<file path="config.mk">
export PLATFORM = sky130hd
export DESIGN_NAME = spq_cell
export DESIGN_NICKNAME = d
export VERILOG_FILES = /design/src/sv/spq_pkg.sv /design/src/sv/spq_cell.sv
export SDC_FILE = /design/constraint.sdc
export NUM_CORES = 1
export LEC_CHECK = 0
export ABC_AREA = 1
export BUFFER_PORTS_ARGS = -buffer_cell sky130_fd_sc_hd__buf_2
export CORE_ASPECT_RATIO = 1.4
export CORE_MARGIN = 5
export CORE_UTILIZATION = 41
export CTS_CLUSTER_DIAMETER = 120
export DETAILED_ROUTE_END_ITERATION = 6
export PLACE_DENSITY = 0.78
export SETUP_SLACK_MARGIN = 0.4
export SKIP_LAST_GASP = 1
export SLEW_MARGIN = 20
export SYNTH_ARGS = -nofsm -noshare
export SYNTH_HDL_FRONTEND = slang
export SYNTH_SLANG_ARGS = --single-unit
</file>
<file path="constraint.sdc">
create_clock -name clk -period 3.15 [get_ports clk]
set_input_delay 0.1575 -clock clk [delete_from_list [all_inputs] [get_ports clk]]
set_output_delay 0.1575 -clock clk [all_outputs]
set_load 0.01 [all_outputs]
</file>
<file path="src/sv/spq_pkg.sv">
// ----------------------------------------------------------------------------
// Sorted event priority queue package
// Shared sizes, the event entry type, cell control and result codes.
// ----------------------------------------------------------------------------
package spq_pkg;

	localparam int QUEUE_DEPTH = 64;
	localparam int NODE_BITS   = 14;

	// Widths fixed by the port list.
	localparam int NODE_PORT_W = 14;
	localparam int PRIO_W      = 16;
	localparam int TIME_W      = 16;
	localparam int OCC_W       = 7;
	localparam int OUTCOME_W   = 2;

	// Only the bits that survive both the entry mask and the port width are kept.
	localparam int STORE_NODE_W = (NODE_BITS < NODE_PORT_W) ? NODE_BITS : NODE_PORT_W;
	localparam int CNT_W        = $clog2(QUEUE_DEPTH + 1);

	localparam logic ACT_PUSH = 1'b0;
	localparam logic ACT_POP  = 1'b1;

	localparam logic [OUTCOME_W-1:0] OUT_DONE      = 2'd0;
	localparam logic [OUTCOME_W-1:0] OUT_POP_EMPTY = 2'd1;
	localparam logic [OUTCOME_W-1:0] OUT_PUSH_FULL = 2'd2;

	typedef struct packed {
		logic [STORE_NODE_W-1:0] node;
		logic [PRIO_W-1:0]       prio;
		logic [TIME_W-1:0]       etime;
		logic                    kind;
	} entry_t;

	typedef struct packed {
		logic push;
		logic pop;
	} cell_ctl_t;

endpackage

</file>
<file path="src/sv/spq_cell.sv">
// ----------------------------------------------------------------------------
// Sorted event priority queue cell
// Holds one event, compares its key with the incoming event and takes its
// own entry, the new event, or a neighbor's entry on each push or pop.
// ----------------------------------------------------------------------------
module spq_cell import spq_pkg::*; (
	input  logic      clk,
	input  cell_ctl_t ctl,
	input  logic      occupied,
	input  entry_t    new_entry,
	input  entry_t    left_entry,
	input  logic      left_after,
	input  entry_t    right_entry,
	output entry_t    entry,
	output logic      after
);

	entry_t entry_q;

	assign entry = entry_q;

	// The new event goes behind every held event of equal or lower key.
	assign after = occupied && (entry_q.prio <= new_entry.prio);

	always_ff @(posedge clk) begin
		priority if (ctl.pop) begin
			entry_q <= right_entry;
		end else if (ctl.push && !after) begin
			// The first cell that does not keep its entry takes the new event;
			// every cell behind it shifts one place back.
			entry_q <= left_after ? new_entry : left_entry;
		end
	end

endmodule

</file>
# Word-level counts from Yosys, hierarchy flattened
# Cells that the tools add are included.
# W data, S select, Z words.
# op_classes
n_shift	0
n_lt_le_gt_ge	1
add_sub_neg	0
div_mod_pow	0
n_mux	3
multipliers	0
eq_ne	0
bitwise_logic	0
reduce_logical	4
# ops
op	count
$mux W47	3
$le A16 B16 Y1	1
$logic_and A1 B1 Y1	2
$reduce_bool A2 Y1	1
$logic_not A1 Y1	1
# word_totals
mem_bits_ro	0
ff_bits	47
output_inout_bits	48
in_bits	146
word_cells	12
mem_count	0
ram_bits	0
latchBits	0

# Logic depth before layout (Yosys ltp)
# depth
word_depth	6
mapped_depth	15
ltp_nobuf	15

# Worst setup path before layout
# No wires, ideal clock.
# synth_timing
kind	register -> register
startpoint	register entry_q, in the netlist entry[32]
endpoint	register entry_q, in the netlist entry[0], enable pin
required_time_ns	2.744
setup_ns	0.406
path_buffers	0
stages_incl_launch_ff	12
arrival_time_ns	2.291
period_less_slack_ns	2.697
setup_slack_ns	0.453
path_cell_list	edfxtp_1 -> ha_1 -> nand2_1 -> nor2_2 -> nand4_1 -> clkinv_1 -> nand2_1 -> nand2_1 -> nand2_1 -> nand2_1 -> nand2_1 -> nand2_1
# synth_via
elab_chain_cells	5
# synth_rtl
item	line_no	rtl
start: declaration	spq_cell.sv:18	entry_t entry_q;
start signal: assignment	spq_cell.sv:27	entry_q <= right_entry;
start signal: assignment	spq_cell.sv:31	entry_q <= left_after ? new_entry : left_entry;
$le A16 B16 Y1	spq_cell.sv:23	assign after = occupied && (entry_q.prio <= new_entry.prio);
$logic_and A1 B1 Y1	spq_cell.sv:23	
$logic_not A1 Y1	spq_cell.sv:28	end else if (ctl.push && !after) begin
$logic_and A1 B1 Y1	spq_cell.sv:28	
$reduce_bool A2 Y1 (no source line)	n/a	
# Every way passes these cells.
# A chain may end at the register's enable or synchronous reset.

# Worst setup path in the final report
# layout_timing
startpoint	register entry_q, in the netlist entry[32]
endpoint	register entry_q, in the netlist entry[2], enable pin
# Same word-level chain as after synthesis.

==> flow_results.org <==
** STA
- Setup repair after global routing missed its margin :: no
- Adding up every negative setup slack in the final design gives 0 ns.
- Max-slew violations :: 0
- For the pin with the worst max-slew slack, the measured transition is ~0.8 ns.
- The number of hold-slack violations in the final timing report came to 0.
- Max Fclk :: between 0.4 and 0.5 GHz
- Period utilisation layout :: 0.7469
- In the post-route analysis, the smallest setup slack over all paths is ~0.8 ns.
- The worst pin sits at a relative slew slack of 0.4538.
- Setup violations remaining at the end of the flow were counted as 0.
- Clock skew on the completed layout was measured at between 0.007 and 0.008 ns.
- The clock period could shrink to 2.353 ns.

** Min path
- In this run the most critical hold path is launched from right_entry[44].
- Worst hold path class :: input pin to flip-flop
- Worst hold path endpoint :: entry[44]
- Number of instances on the worst hold path :: 3

** Global routing
- The first global-routing pass estimated roughly 14000 µm of wire.
- Total global routing track utilization :: 0.2050
- Vias in the first global route :: 2927
- The total overflow left after global routing is 0.
- Entering global routing, the biggest net connects 49 pins.
- Initial antenna violation count :: 0

** Run
- Max-cap violations :: 0

** Setup path
- The startpoint identified for the worst register-to-register timing path is entry[32].
- Critical path arrival :: approximately 2.3 ns
- On the worst path, the slowest cell contributes a delay of 0.39 ns.
- Startpoint Class :: flip-flop
- STA puts the critical path data required time at around 3.1 ns.
- In this design, the critical path's most frequently occurring cell is nand2_1.
- Worst reg-to-reg setup slack :: about 0.8 ns
- Top cell family by delay on the critical path :: simple AND/OR/NAND/NOR gates
- The worst setup path is captured at a flip-flop.
- Slowest cell on the critical path :: edfxtp_1
- Counting both buffers and inverters, the worst setup path holds a total of 2.
- Traced cell by cell, the critical path runs through ha_1 -> nand2_1 -> nor2_2 -> nand4_1 -> clkinv_1 -> nand2_1 -> nand2_1 -> nand2_1 -> nand2_1 -> nand2_1 -> nand2_2 -> buf_12.
- Number of cells on the worst reg-to-reg path :: 12
- Worst reg2reg endpoint :: entry[2]
- The setup path with the least slack is of type flip-flop to flip-flop.
- Top fanout value on the critical path :: 29

** Die
- Area of the die :: ~8600 µm²
- The core region is approximately 6600 µm².
- Initial Utilization :: 0.4235
- Die Span Y :: 107.8 µm
- Die W :: 79.85 µm
- In this run the core area contains 35 standard-cell rows.
- Number of placed I/O pins :: between 150 and 200

** Clock tree
- Post-CTS repair changed the size of 0 cells.
- TritonCTS sink count :: between 40 and 50
- Clock latency of the later-clocked register in the worst-skew pair :: around 0.29 ns
- Root buffer cell :: clkbuf_8
- Count of buffers added by post-CTS timing repair for setup :: 0
- Clock H-tree levels :: 2
- The longest clock path from root to sink contains 2 buffers.
- After clock tree synthesis, the clock-pin slew on the worst setup and hold paths is roughly 0.08 ns.
- Clock tree from TritonCTS :: done
- Clock tree synthesis inserted a total of 5 buffers.
- The number of hold buffers added after CTS was 0.

** Logic synthesis
- Counting every instance in the synthesized netlist gives roughly 330.
- Predominant post-synthesis flop cell :: edfxtp_1
- Number of nets in the synthesized netlist :: 495
- Library cell with the highest instance count after synthesis :: a21oi_1
- Share of flip-flops with an asynchronous set or reset after synthesis :: 0
- A synthesized cell averages 8.409 µm².
- Of all cell types, the one taking the most synthesized area is edfxtp_1.
- During synthesis, Yosys emitted a total of 0 warnings.
- Counting flops with a built-in enable in the synthesized netlist gives between 40 and 50.
- The share of the Yosys chip area taken by registers is 0.5040.
- After synthesis, the cell types taking the most area are edfxtp_1, a21oi_1, nand2_1, ha_1, nor2_1.
- The synthesized netlist occupies a cell area of 2800 µm².
- Count of different cell masters after synthesis :: 17
- Ranking of synthesized cells by instance count :: a21oi_1, nand2_1, nor2_1, edfxtp_1, inv_1
- Fraction of post-synthesis cell area in the top cell type by area :: 0.5040
- Flops & latches, synth :: 47

** Route
- Count of nets left with antenna violations after detail routing :: 0
- Summing over every cut layer, the via total after detailed routing is just over 3000.
- Vias per Instance :: ~5.0
- In the routed design, unresolved DRC markers number 0.
- Before antenna repair, the detailed router went through 6 iterations.
- WL per Instance :: ~15 µm
- In this run, the number of DRC markers left after iteration 0 of detailed routing was approximately 180.
- Summed over all layers, the routed wires come to approximately 9400 µm.

** Place
- DP Worst Slack :: 0.8127 ns
- HPWL Detailed :: 7323 µm
- In this run the tool buffered the top-level ports with 193 buffer cells.
- Routability-driven placement congestion ratio :: between 0.8 and 0.9

** Pwr
- IR analysis of the VDD net gives a maximum drop of ~0.27 mV.
- Dividing total power by cell area gives a power density of between 400 and 500 nW/µm².
- For this design the static power due to leakage is just under 2 nW.

** Finish
- In the final layout, the share of cells above drive strength 1 is 0.4004.
- Area grow syn2layout :: 39.95%
- Sequential cell area :: about 1400 µm²
- Final Net Count :: slightly below 700
- In the final layout, the multi-input gates occupy approximately 1200 µm².
- The register with the most flip-flops in the layout has 47 of them.
- The number of antenna diodes in the final layout is 0.
- After filler insertion, the fill cell instance count of the layout stands at between 500 and 600.

** Status
- The run finished with clean final reports.
## layer usage
| metal | vias up | GRT usage | share of wire |
|---|---|---|---|
| li1 | 1497 | - | - |
| met1 | 1395 | 0.2165 | 0.35 |
| met2 | 148 | 0.3835 | 0.55 |
| met3 | 24 | 0.04188 | 0.072 |
| met4 | 0 | 0.09058 | 0.029 |
| met5 | - | 0 | 0 |
## worst reg2reg max path: cells and delay by family, from the launching register on
family        cells  cell delay (ns)
fa+ha+maj         1             0.32
simple gates      9             0.99
buf+inv           2             0.34
flops             1             0.39
## power by group
| group | total, mW | internal, mW | switching, mW |
|---|---|---|---|
| Sequential | 0.790 | 0.768 | 0.0217 |
| Combinational | 0.419 | 0.181 | 0.238 |
| Clock | 0.415 | 0.233 | 0.183 |
| Total | 1.62 | 1.18 | 0.443 |
## cell usage in the layout, fill, tap and decap left out
cell type,synthesis,layout
clkinv_1,1,1
buf_2,13,193
nand2_2,0,1
a21oi_1,100,100
clkbuf_8,0,5
nor2_1,50,50
inv_2,2,2
nand2_1,68,67
clkbuf_1,2,1
nor2_2,1,1
nand3_1,1,1
nand4_1,2,2
ha_1,16,16
edfxtp_1,47,47
o21ai_0,1,1
a21o_1,1,1
buf_4,5,3
nor3_1,1,1
bufinv_16,0,1
inv_1,22,22
buf_12,0,1
## metrics by stage
step / hold slack [ns] / cell area (µm²) / utilization / cells / power (mW)
global placement: 0.4830 / 3816 / 0.5771 / 602 / 1.206
detailed placement: 0.4837 / 3816 / 0.5771 / 602 / 1.226
finish: 0.1852 / 3919 / 0.5926 / 609 / 1.625
global route: 0.1835 / 3919 / 0.5926 / 609 / 1.707
floorplan: 0.3873 / 2800 / - / 333 / 1.014
CTS: 0.1733 / 3919 / 0.5926 / 609 / 1.640
## logic make-up after synthesis
logic type / count (synthesis) / share of synthesized area
buffers and inverters: 45 / 0.07283
AOI/OAI and AO/OA: 102 / 0.1832
adders and majority gates: 16 / 0.07149
DFF: 47 / 0.5040
and+or+nand+nor: 123 / 0.1684
## final cells by class
type | instances | share of cell area
clock inverters | 1 | 0.007663
multi-input cells | 241 | 0.3030
well taps | 92 | 0.02937
flip-flops and latches | 47 | 0.3602
inverters | 25 | 0.02395
repair buffers | 197 | 0.2573
clock buffers | 6 | 0.01852
## how the worst max path moves through the flow
stage               from        end  slack [ns]  cells past startpoint
6_report       entry[32]   entry[2]        0.80                     12
3_5_place_dp   entry[32]  entry[37]        0.81                     12
4_1_cts        entry[32]   entry[2]        0.80                     12
3_3_place_gp   entry[32]  entry[28]        0.92                     12
5_1_grt        entry[18]   entry[6]        0.65                     14
2_1_floorplan  entry[32]   entry[0]        0.45                     11
(Power assumes the default switching activity.)
